$ cat src/design/periodic_timer_table_assert.svh
// Assertion macros shared by the timer table RTL.
// Each macro expects a clock named clk and a reset named rst in scope.
`ifndef PERIODIC_TIMER_TABLE_ASSERT_SVH
`define PERIODIC_TIMER_TABLE_ASSERT_SVH

// The consequent must hold in the same cycle as the antecedent.
`define PTT_ASSERT_SAME(lbl, ante, cons, msg) \
  lbl: assert property (@(posedge clk) disable iff (rst) (ante) |-> (cons)) else $error(msg);

// The consequent must hold in the cycle after the antecedent.
`define PTT_ASSERT_NEXT(lbl, ante, cons, msg) \
  lbl: assert property (@(posedge clk) disable iff (rst) (ante) |=> (cons)) else $error(msg);

`endif

$ cat src/design/ptt_pkg.sv
// ----------------------------------------------------------------------------
// ptt_pkg
// Types, request codes and sizes shared by the periodic timer table.
// ----------------------------------------------------------------------------
package ptt_pkg;

  localparam int MAX_ENTRIES = 16;
  localparam int TIME_BITS   = 32;
  localparam int PERIOD_W    = 32;
  localparam int IDX_W       = (MAX_ENTRIES > 1) ? $clog2(MAX_ENTRIES) : 1;
  localparam int CNT_W       = $clog2(MAX_ENTRIES + 1);
  localparam int CMP_W       = (TIME_BITS > PERIOD_W) ? TIME_BITS : PERIOD_W;

  typedef logic [2:0] req_code_t;

  localparam req_code_t REQ_CLEAR      = 3'd0;
  localparam req_code_t REQ_ADD        = 3'd1;
  localparam req_code_t REQ_ACTIVATE   = 3'd2;
  localparam req_code_t REQ_RESTART    = 3'd3;
  localparam req_code_t REQ_DEACTIVATE = 3'd4;
  localparam req_code_t REQ_PROCESS    = 3'd5;

  typedef struct packed {
    req_code_t   req_type;
    logic [3:0]  entry_index;
    logic [31:0] period_secs;
    logic        start_active;
    logic        immediate;
    logic [31:0] now_time;
  } ptt_req_t;

  typedef struct packed {
    logic       status;
    logic [3:0] result_index;
    logic       fired;
    logic       last;
  } ptt_rsp_t;

  // One write port into the entry table; each field has its own enable.
  typedef struct packed {
    logic                 en;
    logic [IDX_W-1:0]     addr;
    logic                 wr_period;
    logic                 wr_start;
    logic                 wr_active;
    logic [PERIOD_W-1:0]  period;
    logic [TIME_BITS-1:0] start;
    logic                 active;
  } ptt_wr_t;

  typedef struct packed {
    logic [PERIOD_W-1:0]  period;
    logic [TIME_BITS-1:0] start;
    logic                 active;
  } ptt_rd_t;

endpackage

$ cat src/design/ptt_table.sv
// ----------------------------------------------------------------------------
// ptt_table
// Entry storage: interval, start time and active flag for each timer.
// ----------------------------------------------------------------------------
module ptt_table (
  input  logic                            clk,
  input  ptt_pkg::ptt_wr_t                wr,
  input  logic [ptt_pkg::IDX_W-1:0]       rd_addr,
  output ptt_pkg::ptt_rd_t                rd
);
  import ptt_pkg::*;

  logic [PERIOD_W-1:0]  period_mem [MAX_ENTRIES];
  logic [TIME_BITS-1:0] start_mem  [MAX_ENTRIES];
  logic                 active_mem [MAX_ENTRIES];

  always_ff @(posedge clk) begin
    if (wr.en) begin
      if (wr.wr_period) begin
        period_mem[wr.addr] <= wr.period;
      end
      if (wr.wr_start) begin
        start_mem[wr.addr] <= wr.start;
      end
      if (wr.wr_active) begin
        active_mem[wr.addr] <= wr.active;
      end
    end
  end

  assign rd.period = period_mem[rd_addr];
  assign rd.start  = start_mem[rd_addr];
  assign rd.active = active_mem[rd_addr];

endmodule

$ cat src/design/ptt_cmp.sv
// ----------------------------------------------------------------------------
// ptt_cmp
// Expiry check shared by every step of a scan: wrapped elapsed time
// against the entry's interval.
// ----------------------------------------------------------------------------
module ptt_cmp (
  input  logic [ptt_pkg::TIME_BITS-1:0] now_time,
  input  ptt_pkg::ptt_rd_t              entry,
  output logic                          fire
);
  import ptt_pkg::*;

  logic [TIME_BITS-1:0] elapsed;

  // Subtraction wraps at the time width, so a counter rollover still works.
  assign elapsed = now_time - entry.start;
  assign fire    = entry.active && (CMP_W'(elapsed) >= CMP_W'(entry.period));

endmodule

$ cat src/design/periodic_timer_table.sv
// ----------------------------------------------------------------------------
// periodic_timer_table
// Table of periodic timers with add, activate, restart, deactivate, clear
// and a process scan that reports every expired entry.
// ----------------------------------------------------------------------------
// Usage:
//   A request beat arrives on req (req_valid / req_stall); each response
//   beat leaves on rsp (rsp_valid / rsp_stall) through an output register.
//   Clear, add, activate, restart, deactivate and unknown codes give one
//   beat, visible the cycle after acceptance. A process request walks the
//   entries one per cycle, but for the pause below, through a single
//   subtract-and-compare unit: accept, one check per entry, final
//   hand-over; on an empty table it gives one beat like the other codes. A
//   fired entry is held back until the next one is found, so that the
//   final beat carries last; it leaves when the scan ends.
//   The block takes no new request while a scan runs, or while the output
//   register is full and stalled.
//   A stalled response beat holds; the scan pauses when it must hand over
//   a held beat and the output register cannot take it.
//   Reset empties the table (entry count zero) and drops any pending beat;
//   the entry contents are not cleared.
// ----------------------------------------------------------------------------
module periodic_timer_table (
  input  logic              clk,
  input  logic              rst,
  input  logic              req_valid,
  output logic              req_stall,
  input  ptt_pkg::ptt_req_t req,
  output logic              rsp_valid,
  input  logic              rsp_stall,
  output ptt_pkg::ptt_rsp_t rsp
);
  import ptt_pkg::*;

  typedef enum logic [2:0] {
    S_IDLE = 3'b001,
    S_SCAN = 3'b010,
    S_DONE = 3'b100
  } state_t;

  state_t               state, state_next;
  logic [CNT_W-1:0]     entry_count, entry_count_next;
  logic [IDX_W-1:0]     scan_idx, scan_idx_next;
  logic [IDX_W-1:0]     pend_idx, pend_idx_next;
  logic                 have_pend, have_pend_next;
  logic [TIME_BITS-1:0] now_reg, now_reg_next;

  ptt_wr_t  wr;
  ptt_rd_t  rd;
  logic     fire;
  logic     out_free;
  logic     load;
  ptt_rsp_t rsp_next;
  logic     accept;
  logic     bad_index;
  logic     scan_end;

  ptt_table u_table (
    .clk     (clk),
    .wr      (wr),
    .rd_addr (scan_idx),
    .rd      (rd)
  );

  ptt_cmp u_cmp (
    .now_time (now_reg),
    .entry    (rd),
    .fire     (fire)
  );

  assign out_free  = !rsp_valid || !rsp_stall;
  assign req_stall = !((state == S_IDLE) && out_free);
  assign accept    = req_valid && !req_stall;
  assign bad_index = 32'(req.entry_index) >= 32'(entry_count);
  assign scan_end  = (CNT_W'(scan_idx) + CNT_W'(1)) == entry_count;

  always_comb begin
    state_next       = state;
    entry_count_next = entry_count;
    scan_idx_next    = scan_idx;
    pend_idx_next    = pend_idx;
    have_pend_next   = have_pend;
    now_reg_next     = now_reg;
    wr               = '0;
    load             = 1'b0;
    rsp_next         = '0;
    rsp_next.last    = 1'b1;

    case (state)
      S_IDLE: begin
        if (accept) begin
          load = 1'b1;
          case (req.req_type)
            REQ_CLEAR: begin
              entry_count_next = '0;
            end
            REQ_ADD: begin
              if (32'(entry_count) >= MAX_ENTRIES) begin
                rsp_next.status = 1'b1;
              end else begin
                entry_count_next      = entry_count + CNT_W'(1);
                rsp_next.result_index = 4'(entry_count);
                wr.en        = 1'b1;
                wr.addr      = IDX_W'(entry_count);
                wr.wr_period = 1'b1;
                wr.period    = PERIOD_W'(req.period_secs);
                wr.wr_active = 1'b1;
                wr.active    = req.start_active;
                wr.wr_start  = req.start_active;
                wr.start     = req.immediate ? '0 : TIME_BITS'(req.now_time);
              end
            end
            REQ_ACTIVATE, REQ_RESTART, REQ_DEACTIVATE: begin
              if (bad_index) begin
                rsp_next.status = 1'b1;
              end else begin
                wr.en   = 1'b1;
                wr.addr = IDX_W'(req.entry_index);
                case (req.req_type)
                  REQ_ACTIVATE: begin
                    wr.wr_start  = 1'b1;
                    wr.start     = req.immediate ? '0 : TIME_BITS'(req.now_time);
                    wr.wr_active = 1'b1;
                    wr.active    = 1'b1;
                  end
                  REQ_RESTART: begin
                    wr.wr_start = 1'b1;
                    wr.start    = TIME_BITS'(req.now_time);
                  end
                  default: begin
                    wr.wr_active = 1'b1;
                    wr.active    = 1'b0;
                  end
                endcase
              end
            end
            REQ_PROCESS: begin
              now_reg_next = TIME_BITS'(req.now_time);
              if (entry_count != '0) begin
                // The response comes from the scan instead.
                load           = 1'b0;
                state_next     = S_SCAN;
                scan_idx_next  = '0;
                have_pend_next = 1'b0;
              end
            end
            default: begin
              rsp_next.status = 1'b1;
            end
          endcase
        end
      end
      S_SCAN: begin
        // A new hit pushes out the held one, which then cannot be the last.
        if (!(fire && have_pend) || out_free) begin
          if (fire) begin
            if (have_pend) begin
              load                  = 1'b1;
              rsp_next.result_index = 4'(pend_idx);
              rsp_next.fired        = 1'b1;
              rsp_next.last         = 1'b0;
            end
            wr.en          = 1'b1;
            wr.addr        = scan_idx;
            wr.wr_start    = 1'b1;
            wr.start       = now_reg;
            pend_idx_next  = scan_idx;
            have_pend_next = 1'b1;
          end
          if (scan_end) begin
            state_next = S_DONE;
          end else begin
            scan_idx_next = scan_idx + IDX_W'(1);
          end
        end
      end
      S_DONE: begin
        if (out_free) begin
          load           = 1'b1;
          state_next     = S_IDLE;
          have_pend_next = 1'b0;
          if (have_pend) begin
            rsp_next.result_index = 4'(pend_idx);
            rsp_next.fired        = 1'b1;
          end
        end
      end
      default: begin
        state_next = S_IDLE;
      end
    endcase
  end

  always_ff @(posedge clk) begin
    if (rst) begin
      state       <= S_IDLE;
      entry_count <= '0;
      have_pend   <= 1'b0;
      rsp_valid   <= 1'b0;
    end else begin
      state       <= state_next;
      entry_count <= entry_count_next;
      have_pend   <= have_pend_next;
      if (load) begin
        rsp_valid <= 1'b1;
      end else if (!rsp_stall) begin
        rsp_valid <= 1'b0;
      end
    end
  end

  always_ff @(posedge clk) begin
    scan_idx <= scan_idx_next;
    pend_idx <= pend_idx_next;
    now_reg  <= now_reg_next;
    if (load) begin
      rsp <= rsp_next;
    end
  end

`include "periodic_timer_table_assert.svh"

  `PTT_ASSERT_SAME(a_load_free, load, out_free, "response loaded over a stalled beat")
  `PTT_ASSERT_SAME(a_count_max, 1'b1, 32'(entry_count) <= MAX_ENTRIES, "entry count overflow")
  `PTT_ASSERT_SAME(a_last_fired, rsp_valid && !rsp.last, rsp.fired, "non-final beat not a fire")
  `PTT_ASSERT_NEXT(a_scan_busy, (state == S_SCAN), req_stall || (state == S_IDLE), "accept during scan")

endmodule

$ cat config.mk
export PLATFORM = sky130hd
export DESIGN_NAME = periodic_timer_table
export DESIGN_NICKNAME = d
export VERILOG_FILES = /design/src/design/ptt_pkg.sv /design/src/design/ptt_table.sv /design/src/design/ptt_cmp.sv /design/src/design/periodic_timer_table.sv
export VERILOG_INCLUDE_DIRS = /design/src /design/src/design
export SDC_FILE = /design/constraint.sdc
export NUM_CORES = 1
export LEC_CHECK = 0
export ABC_AREA = 0
export BUFFER_PORTS_ARGS = -buffer_cell sky130_fd_sc_hd__buf_2
export CORE_ASPECT_RATIO = 1.2
export CORE_MARGIN = 3
export CORE_UTILIZATION = 47
export CTS_BUF_LIST = sky130_fd_sc_hd__clkbuf_8
export DETAILED_ROUTE_END_ITERATION = 10
export GPL_TIMING_DRIVEN = 1
export MAX_ROUTING_LAYER = met4
export SLEW_MARGIN = 20
export SYNTH_ARGS = -nofsm -noshare
export SYNTH_HDL_FRONTEND = slang
export SYNTH_SLANG_ARGS = --single-unit
$ cat constraint.sdc
create_clock -name clk -period 29.1 [get_ports clk]
set_clock_uncertainty 0.15 [all_clocks]
set_input_delay 2.91 -clock clk [delete_from_list [all_inputs] [get_ports clk]]
set_output_delay 2.91 -clock clk [all_outputs]
set_load 0.01 [all_outputs]
# Word level (Yosys, flattened, before mapping)
# Memory sizes are Yosys's and may differ from the RTL's. A register that Yosys moved wholly into a read port is not among the register bits.
# Cells that the tools add are included.
[op_classes]
n_addsub = 4
magnitude_cmp = 3
eq_ne = 19
mux = 84
reduce_logical = 25
[ops]
columns = ["cell", "count"]
rows = [
  ["two-way mux 73 bit", 2],
  ["two-way mux 32 bit", 4],
  ["one-hot mux 32 bit (2 select lines)", 2],
  ["two-way mux 33 bit", 2],
  ["one-hot mux 33 bit (2 select lines)", 1],
  ["two-way mux 4 bit", 11],
  ["two-way mux 1 bit", 34],
  ["greater-or-equal comparator 32 bit", 1],
  ["subtractor 32 bit", 1],
  ["two-way mux 5 bit", 6],
  ["one-hot mux 5 bit (2 select lines)", 3],
  ["two-way mux 3 bit", 6],
  ["two-way mux 6 bit", 3],
  ["inequality test 2 bit (second input constant)", 7],
  ["one-hot mux 4 bit (3 select lines)", 1],
  ["AND reduction 6 bit", 2],
  ["== test 3 x 2 -> 1 bit (second input constant)", 3],
  ["== test 3 bit (second input constant)", 3],
  ["one-hot mux 1 bit (3 select lines)", 3],
  ["one-hot mux 3 bit (3 select lines)", 1],
  ["one-hot mux 4 bit (2 select lines)", 1],
  ["AND reduction 7 bit", 1],
  ["== test 3 x 1 -> 1 bit (second input constant)", 2],
  ["inequality test 2 x 1 -> 1 bit (second input constant)", 3],
  ["other kinds (21)", 32],
]
[totals]
regBits = 57
mem_bits_rw = 1040
inputBits = 77
out_inout_bits = 9
word_cells = 149
mem_count = 3
[memory_table]
columns = ["memory", "depth", "width", "rd", "rd_clocked_by_memory_dff", "write_ports", "line", "source"]
rows = [
  ["u_table.period_mem", 16, 32, 1, 1, 1, "ptt_table.sv:13", "logic [PERIOD_W-1:0] period_mem [MAX_ENTRIES];"],
  ["u_table.start_mem", 16, 32, 1, 1, 1, "ptt_table.sv:14", "logic [TIME_BITS-1:0] start_mem [MAX_ENTRIES];"],
  ["u_table.active_mem", 16, 1, 1, 1, 1, "ptt_table.sv:15", "logic active_mem [MAX_ENTRIES];"],
]

# Depth between registers and ports, before layout
# Gate-level depths: netlist (run 1).
[logic_depth]
ltp_word = 11
mapped_depth = 30
ltp_nobuf = 26

# Hierarchy
# A second synthesis (run 1) with hierarchy kept.
[hier_totals]
hier_cells = 2387
hier_area_um2 = 45223.4
[by_module_without_submodules]
columns = ["mod", "n_inst", "cells_each", "area_per_inst_um2", "seq_area_each_um2"]
rows = [
  ["ptt_table", 1, 1665, 39168.8, 31230.0],
  ["periodic_timer_table", 1, 353, 3538.4, 1611.5],
  ["ptt_cmp", 1, 369, 2516.2, 0.0],
]

# Least setup slack after synthesis (run 1)
# OpenSTA, ideal clock, no wires.
[synth_path]
path_type = "register to register"
from = "register with a tool-made name"
to = "memory u_table.period_mem[9][0] (enable)"
setup_time_ns = 0.501
arrival_time_ns = 9.200
required_ns = 28.449
setup_slack_ns = 19.249
path_stages_with_launch = 29
path_buffers = 3
synth_period_minus_slack_ns = 9.851
path_cell_list = "dfxtp_1 -> buf_6 -> clkbuf_1 -> clkbuf_1 -> mux4_2 -> mux4_2 -> ha_1 -> inv_1 -> fa_1 -> a21o_1 -> a31oi_1 -> a211o_1 -> a31o_2 -> a31oi_1 -> a31oi_1 -> o21ai_0 -> a21oi_1 -> xnor2_1 -> ha_1 -> nand4_1 -> or2_1 -> o41ai_1 -> a211oi_1 -> a21oi_4 -> nand2b_4 -> inv_4 -> a21oi_2 -> nand2b_4 -> nor4_1"
[synth_rtl]
columns = ["element", "line"]
rows = [
  ["end: declaration", "ptt_table.sv:13"],
]

==> impl_summary.log, run 1 <==
INFO  metric outcome = complete, no violations
INFO  metric worst_tran_pin_value = 1.02 ns
INFO  metric yosys.area.top_type = sky130_fd_sc_hd__edfxtp_1
INFO  metric final_common_cell = sky130_fd_sc_hd__edfxtp_1
INFO  metric synth.distinct_cells = 66
INFO  metric clkSinkCount = 1101
INFO  metric p_sw_frac = 0.213
INFO  metric synthesis.area = 0.0449 mm^2
INFO  metric detail_route.drc_violations = 0
INFO  metric internal_cell_power = 0.00236 W
INFO  metric routedWlPerCell = 28.1 um
INFO  metric number_of_global_route_vias_before_repair = 23500
INFO  metric synth.yosys.seq_area_share = 0.734
INFO  metric cts.repair.resized = 0
INFO  metric min_to = state[2]$_SDFFE_PP0P_
INFO  metric cts_buffer_count = 173
INFO  metric most-common-layout-cells = sky130_fd_sc_hd__edfxtp_1 (1087), sky130_fd_sc_hd__mux4_2 (324), sky130_fd_sc_hd__clkbuf_8 (175)
INFO  metric post_synth_edffs = 1087
INFO  metric ys.warnings.count = 0
INFO  metric largest_net_degree_at_the_start_of_global_routing = 123
INFO  metric drt_first_iter_violations = 1815
INFO  metric worst_hold_slack = 0.335 ns
INFO  metric hold_depth = 1
INFO  metric firstDrtPassIters = 5
INFO  metric antenna_violating_nets_post_route = 0
INFO  metric initial_antenna_violation_count = 4
INFO  metric layout.nets = 2503
INFO  metric worst_reg2reg_endpoint = u_table.period_mem[6][22]$_DFFE_PP_
INFO  metric io_buffers = 85
INFO  metric path_max_fanout = 91
INFO  metric synthToLayoutAreaGrowth = 12.2%
INFO  metric post_synthesis_share_of_cell_area_spent_on_xor_and_xnor_gates = 0.00742
INFO  metric setup-violations-final = 0
INFO  metric detailed_place.area = 0.0471 mm^2
INFO  metric fp.dieW = 288 um
INFO  metric timing.setup.tns = 0 ns
INFO  metric synthDominantCellAreaShare = 0.728
INFO  metric clk_path_buf_depth = 3
INFO  metric final_cell_count_no_fill = 3744
INFO  metric route.final.wire_length = 105000 um
INFO  metric preCtsSetupSlack = 18.43 ns
INFO  metric fp.dieH = 344 um
INFO  metric power_per_cell_area = 59.4 mW/mm^2
INFO  metric placeableCoreArea = 0.0942 mm^2
INFO  metric simple_gate_share_of_the_synthesized_area = 0.0279
INFO  metric worst-r2r-cell-count = 27
INFO  metric clockPowerShare = 0.404
INFO  metric postLayoutCellArea = 0.0503 mm^2
INFO  metric vias = 22100
INFO  metric max-cap-violations = 0
INFO  metric synth_fp_nets = 2297
INFO  metric worst_hold_path_type = reg -> reg
INFO  metric worst_path_max_delay_cell = sky130_fd_sc_hd__buf_4
INFO  metric synth_ff_type = sky130_fd_sc_hd__edfxtp_1
INFO  metric worst_setup_path_start_kind = register
INFO  metric synth.area.top_cells = sky130_fd_sc_hd__edfxtp_1 (73%), sky130_fd_sc_hd__mux4_2 (16%), sky130_fd_sc_hd__ha_1 (2.0%)
INFO  metric grt_first_pass_wirelength = 156000 um
INFO  metric logic_pwr_share = 0.019
INFO  metric final_layout_size_suffix_gt1_frac = 0.295
INFO  metric placed_cells_incl_taps = 3427
INFO  metric std_cell_rows = 123
INFO  metric yosys_register_bits = 1101
INFO  metric synth_async_sr_flop_share = 0
INFO  metric cts.hold.buffers_added = 0
INFO  metric cts.htree.levels = 4
INFO  metric worst-endpoint-arrival = 10.69 ns
INFO  metric pwr-share-seq = 0.578
INFO  metric gpl.final_weighted_congestion = 0.863
INFO  metric clockRootBuffer = sky130_fd_sc_hd__clkbuf_8
INFO  metric ff2ff_setup_slack = 18.77 ns
INFO  metric synthesized_instance_count = 2148
INFO  metric grt-ovfl-total = 0
INFO  metric post_cts.repair.setup_buffers = 0
INFO  metric cts.clk_slew.worst_paths = 0.06 ns
INFO  metric period_share = 0.355
INFO  metric cellLeakagePower = 17.1 nW
INFO  metric cts_tree = built
INFO  metric finalHoldViolCount = 0
INFO  metric fin_crit = 10.33 ns
INFO  metric groute.usage.overall = 0.224
INFO  metric post_synthesis_adder_cell_area_fraction = 0.0202
INFO  metric boundaryPins = 86
INFO  metric critPathKind = reg -> reg
INFO  metric grt_setup_unrepaired = false
INFO  metric multiplexer_share_of_the_synthesized_area = 0.164
INFO  metric peakVddDrop = 0.0000473 V
INFO  metric synth_top_family_by_area = multiplexers
INFO  metric initial_core_util = 0.476
INFO  metric hold_path_startpoint = state[0]$_SDFFE_PP1P_
INFO  metric crit_path_max_incr_delay = 0.69 ns
INFO  metric timing.final.max_slew_violations = 0
INFO  metric synth-compound-area-share = 0.0312
INFO  metric cp_data_required_time = 29.46 ns
INFO  metric avgSynthCellArea = 20.9 um^2
INFO  metric fin_ws = 18.77 ns
INFO  metric power.switching = 0.000636 W
INFO  metric floorplan.die_area = 0.0992 mm^2
INFO  metric fmaxAchievable = 0.0968 GHz
INFO  metric dp.final_hpwl = 59300 um
INFO  metric avgViaCountPerCell = 5.91
INFO  metric clock_latency = 0.83 ns
INFO  metric slew-limit-headroom = 0.322
INFO  metric worst_setup_ep_type = register
## per-layer routing
metal	wire length [um]	up-vias	track usage
li1	-	9401	-
met1	42500	11900	0.284
met2	55100	662	0.379
met3	4870	178	0.0330
met4	2550	0	0.0660
met5	0	-	-
## stage by stage
step / total power [W] / utilization
2_1_floorplan: 0.00179 / -
3_3_place_gp: 0.00182 / 0.499
3_5_place_dp: 0.00182 / 0.500
4_1_cts: 0.00302 / 0.534
5_1_grt: 0.00310 / 0.534
6_report: 0.00299 / 0.534
## layout make-up
| class | count | area, um^2 |
|---|---|---|
| tap | 1250 | 1560 |
| fill | 7460 | 43900 |
| timing repair buffer | 134 | 898 |
| antenna | 2 | 5.00 |
| sequential | 1101 | 32900 |
| inverter | 77 | 292 |
| clock inverter | 138 | 777 |
| clock buffer | 175 | 2410 |
| multi-input combinational | 867 | 11500 |
## power groups by stage
stage | clock network [W] | registers, W | logic, W
3_5_place_dp | 0 | 0.00176 | 0.0000561
6_report | 0.00121 | 0.00173 | 0.0000561
4_1_cts | 0.00124 | 0.00173 | 0.0000565
5_1_grt | 0.00131 | 0.00173 | 0.0000611
3_3_place_gp | 0 | 0.00176 | 0.0000546
2_1_floorplan | 0 | 0.00176 | 0.0000315
## how the worst max path moves through the flow
| stage | from | to | slack [ns] | depth (start not counted) |
|---|---|---|---|---|
| detailed placement | register | u_table.period_mem[4][28]$_DFFE_PP_ | 18.43 | 26 |
| finish | register | u_table.period_mem[6][22]$_DFFE_PP_ | 18.77 | 27 |
| CTS | register | u_table.period_mem[4][13]$_DFFE_PP_ | 18.41 | 26 |
| global route | register | u_table.period_mem[7][11]$_DFFE_PP_ | 17.99 | 27 |
| floorplan | register | u_table.period_mem[9][0]$_DFFE_PP_ | 19.25 | 28 |
| global placement | register | u_table.period_mem[6][24]$_DFFE_PP_ | 18.52 | 26 |
## cells in the mapped netlist, types with 11 or more instances
cell                       count
sky130_fd_sc_hd__xor2_1       14
sky130_fd_sc_hd__edfxtp_1   1087
sky130_fd_sc_hd__dfxtp_1      14
sky130_fd_sc_hd__o21ai_0      22
sky130_fd_sc_hd__inv_1        75
sky130_fd_sc_hd__nor3_1       12
sky130_fd_sc_hd__a22o_1       32
sky130_fd_sc_hd__nor2_1       65
sky130_fd_sc_hd__mux4_2      324
sky130_fd_sc_hd__and3_1       38
sky130_fd_sc_hd__buf_1        37
sky130_fd_sc_hd__nand2_1      41
sky130_fd_sc_hd__ha_1         71
sky130_fd_sc_hd__a21oi_1      46
sky130_fd_sc_hd__nand3_1      11
sky130_fd_sc_hd__xnor2_1      24
sky130_fd_sc_hd__clkbuf_1     54
sky130_fd_sc_hd__a21o_1       35
## worst max-delay path, delay by kind of cell, from the launching register on
kind | cells | cell delay, ns
adder cells (fa/ha/maj) | 2 | 0.52
AO/OA/AOI/OAI | 11 | 3.27
XOR/XNOR | 1 | 0.14
AND/OR/NAND/NOR | 6 | 1.72
multiplexers | 2 | 1.10
buffers and inverters | 5 | 2.05
flip-flops | 1 | 0.64
## cell families (layout without fill, tap and decap cells)
group           Yosys count  count (layout)
buf+inv                 180             524
mux                     328             328
other cells               0               2
xor+xnor                 38              38
simple gates            232             232
fa+ha+maj                72              72
compound gates          197             197
flops                  1101            1101
(Power assumes the default switching activity.)
==> run 2, diff against run 1 <==
clock period = 10.5 ns   (was 29.1 ns; I/O delays follow)
==> run 2 against run 1 <==
Against the previous run:
- die area did not move
- via count barely moved
- sequential share of layout area rose by 0.14 points
- routed wire length rose by 2.8%
- first-iteration DRC count rose by 13%
- sequential power rose to 2.8 times the previous value
- register-to-register slack got worse by 17 ns
- clock power rose to 2.7 times the previous value
- total power rose to 2.7 times the previous value
- combinational power rose to 2.8 times the previous value
- worst hold slack got worse by 0.040 ns
- cell area fell by 0.21%
- largest power group unchanged
==> impl_summary.log, run 2 (synthesis gave the netlist of run 1 again) <==
INFO  metric outcome = complete, no violations
INFO  metric boundaryPins = 86 (unchanged)
INFO  metric cts_buffer_count = 170 (-1.7%)
INFO  metric detail_route.drc_violations = 0 (unchanged)
INFO  metric cellLeakagePower = 17.0 nW (-0.31%)
INFO  metric crit_path_max_incr_delay = 0.78 ns (+0.09 ns)
INFO  metric slew-limit-headroom = 0.259 (-0.0629)
INFO  metric final_layout_size_suffix_gt1_frac = 0.298 (+0.00273)
INFO  metric period_share = 0.848 (+0.493)
INFO  metric fp.dieW = 288 um (unchanged)
INFO  metric critPathCapture = u_table.period_mem[10][26]$_DFFE_PP_
INFO  metric design_power_total = 0.00816 W (+170%)
INFO  metric critPathKind = reg -> reg
INFO  metric most-common-layout-cells = sky130_fd_sc_hd__edfxtp_1 (1087), sky130_fd_sc_hd__mux4_2 (324), sky130_fd_sc_hd__clkbuf_8 (172)
INFO  metric layout.nets = 2510 (+0.28%)
INFO  metric synthToLayoutAreaGrowth = 12.0%
INFO  metric gpl.final_weighted_congestion = 0.846 (-1.9%)
INFO  metric cts.hold.buffers_added = 0 (unchanged)
INFO  metric std_cell_rows = 123 (unchanged)
INFO  metric timing.setup.tns = 0 ns (unchanged)
INFO  metric largest_net_degree_at_the_start_of_global_routing = 89 (-28%)
INFO  metric drt_first_iter_violations = 2055 (+13%)
INFO  metric clk_path_buf_depth = 3 (unchanged)
INFO  metric dp.final_hpwl = 60600 um (+2.3%)
INFO  metric avgViaCountPerCell = 5.90 (-0.16%)
INFO  metric cts_tree = built
INFO  metric worst_path_max_delay_cell = sky130_fd_sc_hd__dfxtp_4
INFO  metric placeableCoreArea = 0.0942 mm^2 (unchanged)
INFO  metric path_max_fanout = 44 (-52%)
INFO  metric number_of_global_route_vias_before_repair = 23500 (+0.0085%)
INFO  metric fin_crit = 8.90 ns (-1.43 ns)
INFO  metric grt-ovfl-total = 0 (unchanged)
INFO  metric cts.repair.resized = 0 (unchanged)
INFO  metric firstDrtPassIters = 6 (+1)
INFO  metric antenna_violating_nets_post_route = 0 (unchanged)
INFO  metric peakVddDrop = 0.000111 V (+130%)
INFO  metric initial_antenna_violation_count = 3 (-1)
INFO  metric routedWlPerCell = 28.8 um (+2.6%)
INFO  metric worst_hold_path_type = in -> reg
INFO  metric clockRootBuffer = sky130_fd_sc_hd__clkbuf_8
INFO  metric route.final.wire_length = 108000 um (+2.8%)
INFO  metric worst_tran_pin_value = 1.11 ns (+0.0944 ns)
INFO  metric post_cts.repair.setup_buffers = 0 (unchanged)
INFO  metric cp_data_required_time = 10.78 ns (-18.68 ns)
INFO  metric grt_setup_unrepaired = false
INFO  metric fp.dieH = 344 um (unchanged)
INFO  metric setup-violations-final = 0 (unchanged)
INFO  metric timing.final.max_slew_violations = 0 (unchanged)
INFO  metric clock_latency = 0.82 ns (about the same)
INFO  metric final_cell_count_no_fill = 3752 (+0.21%)
INFO  metric fin_util = 0.533 (-0.00111)
INFO  metric io_buffers = 85 (unchanged)
INFO  metric final_common_cell = sky130_fd_sc_hd__edfxtp_1
INFO  metric worst_reg2reg_endpoint = u_table.period_mem[10][26]$_DFFE_PP_
INFO  metric groute.usage.overall = 0.230 (+0.00596)
INFO  metric initial_core_util = 0.476 (unchanged)
INFO  metric vias = 22100 (+0.050%)
INFO  metric worst_setup_ep_type = register
INFO  metric floorplan.die_area = 0.0992 mm^2 (unchanged)
INFO  metric placed_cells_incl_taps = 3439 (+0.35%)
INFO  metric clkSinkCount = 1101 (unchanged)
INFO  metric cts.htree.levels = 4 (unchanged)
INFO  metric power_per_cell_area = 163 mW/mm^2 (+170%)
INFO  metric worst-endpoint-arrival = 9.17 ns (-1.52 ns)
INFO  metric worst-r2r-cell-count = 27 (unchanged)
INFO  metric finalHoldViolCount = 0 (unchanged)
INFO  metric fmaxAchievable = 0.112 GHz (+16%)
INFO  metric ff2ff_setup_slack = 1.60 ns (-17.17 ns)
INFO  metric cts.clk_slew.worst_paths = 0.07 ns (about the same)
INFO  metric max-cap-violations = 0 (unchanged)
INFO  metric worst_setup_path_start_kind = register
INFO  metric grt_first_pass_wirelength = 159000 um (+1.6%)
run 2: cell count changes in the layout (fill, tap and decap cells not counted), moves of 3 or more:
| cell | previous run | this run |
|---|---|---|
| sky130_fd_sc_hd__clkinv_2 | 19 | 24 |
| sky130_fd_sc_hd__clkbuf_8 | 175 | 172 |
| sky130_fd_sc_hd__buf_4 | 43 | 54 |
| sky130_fd_sc_hd__buf_12 | 2 | 5 |
| sky130_fd_sc_hd__buf_16 | 4 | 0 |
| sky130_fd_sc_hd__inv_1 | 135 | 129 |
| sky130_fd_sc_hd__bufinv_16 | 5 | 2 |
| sky130_fd_sc_hd__diode_2 | 2 | 6 |
run 2: power breakdown:
group	switching, W	internal [W]
clock network	0.00163	0.00158
registers	0.00000499	0.00478
logic	0.000102	0.0000553
total	0.00174	0.00642
run 2: area by class of cell:
type	instances	area (um^2)
Clock inverter	135	671
Tap cell	1250	1560
Sequential cell	1101	32900
Multi-Input combinational cell	867	11500
Fill cell	7476	44000
Inverter	77	292
Timing Repair Buffer	144	931
Antenna cell	6	15.0
Clock buffer	172	2370
run 2: layer usage:
metal  part of all wire  track usage
met1               0.40        0.291
met2               0.52        0.384
met3              0.050       0.0379
met4              0.027       0.0735
met5                  0            -
run 2: how the worst min path moves through the flow:
stage,startpoint,end,cells after the start,slack [ns]
floorplan,scan_idx[3]$_DFFE_PP_,pend_idx[3]$_DFFE_PP_,0,0.27
global placement,state[0]$_SDFFE_PP1P_,state[2]$_SDFFE_PP0P_,1,0.31
detailed placement,state[0]$_SDFFE_PP1P_,state[2]$_SDFFE_PP0P_,1,0.32
CTS,req[14],now_reg[14]$_DFFE_PP_,1,0.19
global route,req[14],now_reg[14]$_DFFE_PP_,1,0.23
finish,req[14],now_reg[14]$_DFFE_PP_,1,0.30
run 2: critical path: cells and delay by family, from the launching register on:
kind | cells | cell delay (ns)
AO/OA/AOI/OAI | 11 | 2.73
buffers and inverters | 5 | 1.77
AND/OR/NAND/NOR | 6 | 1.28
multiplexers | 2 | 1.03
flip-flops | 1 | 0.78
adder cells (fa/ha/maj) | 2 | 0.53
XOR/XNOR | 1 | 0.15
run 2: metrics by stage:
step	setup slack [ns]	cell area (um^2)	hold WS [ns]
final	1.60	50200	0.295
after global routing	0.867	50200	0.229
after CTS	1.48	50200	0.191
after detailed placement	1.50	47200	0.323
after global placement	1.64	47200	0.308
after floorplan	0.649	44900	0.274
==> run 3, diff against run 2 <==
clock period = 7.56 ns   (was 10.5 ns; I/O delays follow)
==> run 3 against run 2 <==
Against the previous run:
- die area did not move
- register-to-register slack got worse by 1.2 ns
- first-iteration DRC count rose by 4.2%
- critical path type unchanged
- highest routed layer unchanged
==> impl_summary.log, run 3 (synthesis gave the netlist of run 1 again) <==
INFO  metric worst_hold_path_type = in -> reg
INFO  metric vias = 22700 (+2.4%)
INFO  metric fp.dieH = 344 um (unchanged)
INFO  metric placeableCoreArea = 0.0942 mm^2 (unchanged)
INFO  metric groute.usage.overall = 0.233 (+0.00248)
INFO  metric worst_path_dominant_cell_family = compound AO/OA/AOI/OAI gates
INFO  metric route.final.wire_length = 110000 um (+2.1%)
INFO  metric avgViaCountPerCell = 5.91 (+0.18%)
INFO  metric grt_first_pass_wirelength = 161000 um (+1.5%)
INFO  metric finalHoldViolCount = 0 (unchanged)
INFO  metric most-common-layout-cells = sky130_fd_sc_hd__edfxtp_1 (1087), sky130_fd_sc_hd__mux4_2 (324), sky130_fd_sc_hd__clkbuf_8 (175)
INFO  metric largest_net_degree_at_the_start_of_global_routing = 76 (-15%)
INFO  metric clockRootBuffer = sky130_fd_sc_hd__clkbuf_8
INFO  metric clkSinkCount = 1101 (unchanged)
INFO  metric number_of_global_route_vias_before_repair = 23700 (+0.68%)
INFO  metric fin_util = 0.550 (+0.0165)
INFO  metric worst_setup_ep_type = register
INFO  metric detailed_place.area = 0.0479 mm^2 (+1.5%)
INFO  metric cp_data_required_time = 7.93 ns (-2.85 ns)
INFO  metric cts_buffer_count = 172 (+1.2%)
INFO  metric worst_path_max_delay_cell = sky130_fd_sc_hd__mux4_2
INFO  metric peakVddDrop = 0.000216 V (+95%)
INFO  metric timing.final.max_slew_violations = 0 (unchanged)
INFO  metric synthToLayoutAreaGrowth = 15.4%
INFO  metric postLayoutCellArea = 0.0518 mm^2 (+3.1%)
INFO  metric grt-ovfl-total = 0 (unchanged)
INFO  metric fp.dieW = 288 um (unchanged)
INFO  metric critPathKind = reg -> reg
INFO  metric worst_setup_path_start_kind = register
INFO  metric initial_antenna_violation_count = 3 (unchanged)
INFO  metric firstDrtPassIters = 6 (unchanged)
INFO  metric clk_path_buf_depth = 3 (unchanged)
INFO  metric final_common_cell = sky130_fd_sc_hd__edfxtp_1
INFO  metric antenna_violating_nets_post_route = 0 (unchanged)
INFO  metric layout.nets = 2589 (+3.1%)
INFO  metric critical_path.n_buffers_inverters = 6 (+1)
INFO  metric setup-violations-final = 0 (unchanged)
INFO  metric final_cell_count_no_fill = 3837 (+2.3%)
INFO  metric fmaxAchievable = 0.139 GHz (+23%)
INFO  metric clock_latency = 0.85 ns (+0.03 ns)
INFO  metric dp.final_hpwl = 64900 um (+7.1%)
INFO  metric multiInputGateArea = 0.0116 mm^2 (+0.95%)
INFO  metric placed_cells_incl_taps = 3469 (+0.87%)
INFO  metric num-fill-cells = 7277 (-2.7%)
INFO  metric cts.clk_slew.worst_paths = 0.06 ns (about the same)
INFO  metric drt_first_iter_violations = 2142 (+4.2%)
INFO  metric cts.htree.levels = 4 (unchanged)
INFO  metric cellLeakagePower = 17.8 nW (+4.3%)
INFO  metric path_max_fanout = 19 (-57%)
INFO  metric worst_tran_pin_value = 1.03 ns (-0.0793 ns)
INFO  metric fin_crit = 7.21 ns (-1.69 ns)
INFO  metric grt_setup_unrepaired = true
INFO  metric std_cell_rows = 123 (unchanged)
INFO  metric routedWlPerCell = 28.8 um (-0.15%)
INFO  metric design_power_total = 0.0117 W (+43%)
INFO  metric worst-endpoint-arrival = 7.57 ns (-1.60 ns)
INFO  metric max-cap-violations = 0 (unchanged)
INFO  metric period_share = 0.953 (+0.106)
INFO  metric cts_tree = built
INFO  metric worst_hold_slack = 0.116 ns (-0.179 ns)
INFO  metric detail_route.drc_violations = 0 (unchanged)
INFO  metric boundaryPins = 86 (unchanged)
INFO  metric io_buffers = 85 (unchanged)
INFO  metric final_layout_size_suffix_gt1_frac = 0.309 (+0.0106)
INFO  metric slew-limit-headroom = 0.305 (+0.0456)
INFO  metric outcome = complete, no violations
INFO  metric initial_core_util = 0.476 (unchanged)
INFO  metric gpl.final_weighted_congestion = 0.894 (+5.6%)
INFO  metric floorplan.die_area = 0.0992 mm^2 (unchanged)
INFO  metric crit_path_max_incr_delay = 0.57 ns (-0.21 ns)
INFO  metric power_per_cell_area = 226 mW/mm^2 (+39%)
INFO  metric seq_area = 0.0329 mm^2 (unchanged)
-- run 3: cell types whose count changed in the layout (fill, tap and decap cells not counted), sizes merged, moves of 5 or more --
cell         change
dlygate4sd3     +32
clkbuf           +5
buf             +43
inv              +6
bufinv           +5
-- run 3: worst paths after layout --
check,startpoint,to,slack (ns),cells after the start
worst min register to register,state[0]$_SDFFE_PP1P_,state[2]$_SDFFE_PP0P_,0.36,1
worst min-delay path,req[15],now_reg[15]$_DFFE_PP_,0.12,1
worst max-delay path,register,u_table.start_mem[15][12]$_DFFE_PP_,0.35,27
worst max register to register,register,u_table.start_mem[15][12]$_DFFE_PP_,0.35,27
-- run 3: final cells by class --
cell class | count | share of cell area
clock buffers | 175 | 0.0465
multi-input cells | 867 | 0.223
clock inverters | 144 | 0.0178
flip-flops and latches | 1101 | 0.636
repair buffers | 221 | 0.0405
well taps | 1250 | 0.0302
diodes | 2 | 0.0000967
inverters | 77 | 0.00563
-- run 3: repair_timing --
item,in CTS,in global routing
endpoints found under the setup margin,0,1240
setup buffers,0,13
endpoints found under the hold margin,35,0
gates resized for setup,0,9
hold buffers,32,0
-- run 3: routing by layer --
layer / global-route usage / part of all wire / vias to the layer above
li1: - / - / 9602
met1: 0.299 / 0.41 / 12100
met2: 0.387 / 0.52 / 749
met3: 0.0399 / 0.051 / 183
met4: 0.0641 / 0.023 / 0
met5: - / 0 / -
-- run 3: power breakdown --
group          internal, W  leakage (nW)  switching (W)  total [W]
clock              0.00245          1.89        0.00238    0.00482
combinational    0.0000911          5.87       0.000144   0.000235
sequential         0.00664          10.0     0.00000604    0.00665
-- run 3: metrics by stage --
step | setup TNS [ns] | worst slack [ns]
after floorplan | -12.57 | -0.212
after global placement | 0 | 0.308
after detailed placement | 0 | 0.206
after CTS | 0 | 0.184
after global routing | -0.0131 | -0.0111
final | 0 | 0.352
-- run 3: worst reg2reg max path, cell delays in order (launching register included) --
cell                        delay (ns)
sky130_fd_sc_hd__dfxtp_4          0.47
sky130_fd_sc_hd__buf_4            0.42
sky130_fd_sc_hd__mux4_2           0.58
sky130_fd_sc_hd__mux4_2           0.47
sky130_fd_sc_hd__inv_1            0.07
sky130_fd_sc_hd__ha_1             0.30
sky130_fd_sc_hd__a211oi_1         0.33
sky130_fd_sc_hd__nand2_1          0.14
sky130_fd_sc_hd__a221o_1          0.31
sky130_fd_sc_hd__a31oi_1          0.33
sky130_fd_sc_hd__a21oi_2          0.14
sky130_fd_sc_hd__a21o_1           0.19
sky130_fd_sc_hd__a21oi_1          0.16
sky130_fd_sc_hd__xnor2_1          0.10
sky130_fd_sc_hd__ha_1             0.31
sky130_fd_sc_hd__nand4_1          0.12
sky130_fd_sc_hd__or2_1            0.25
sky130_fd_sc_hd__o41ai_1          0.36
sky130_fd_sc_hd__a211oi_1         0.14
sky130_fd_sc_hd__a21oi_4          0.21
sky130_fd_sc_hd__nand2b_4         0.08
sky130_fd_sc_hd__inv_4            0.14
sky130_fd_sc_hd__a21o_1           0.12
sky130_fd_sc_hd__o221ai_2         0.19
sky130_fd_sc_hd__buf_4            0.26
sky130_fd_sc_hd__nor3_4           0.15
sky130_fd_sc_hd__buf_12           0.16
sky130_fd_sc_hd__clkbuf_16        0.21
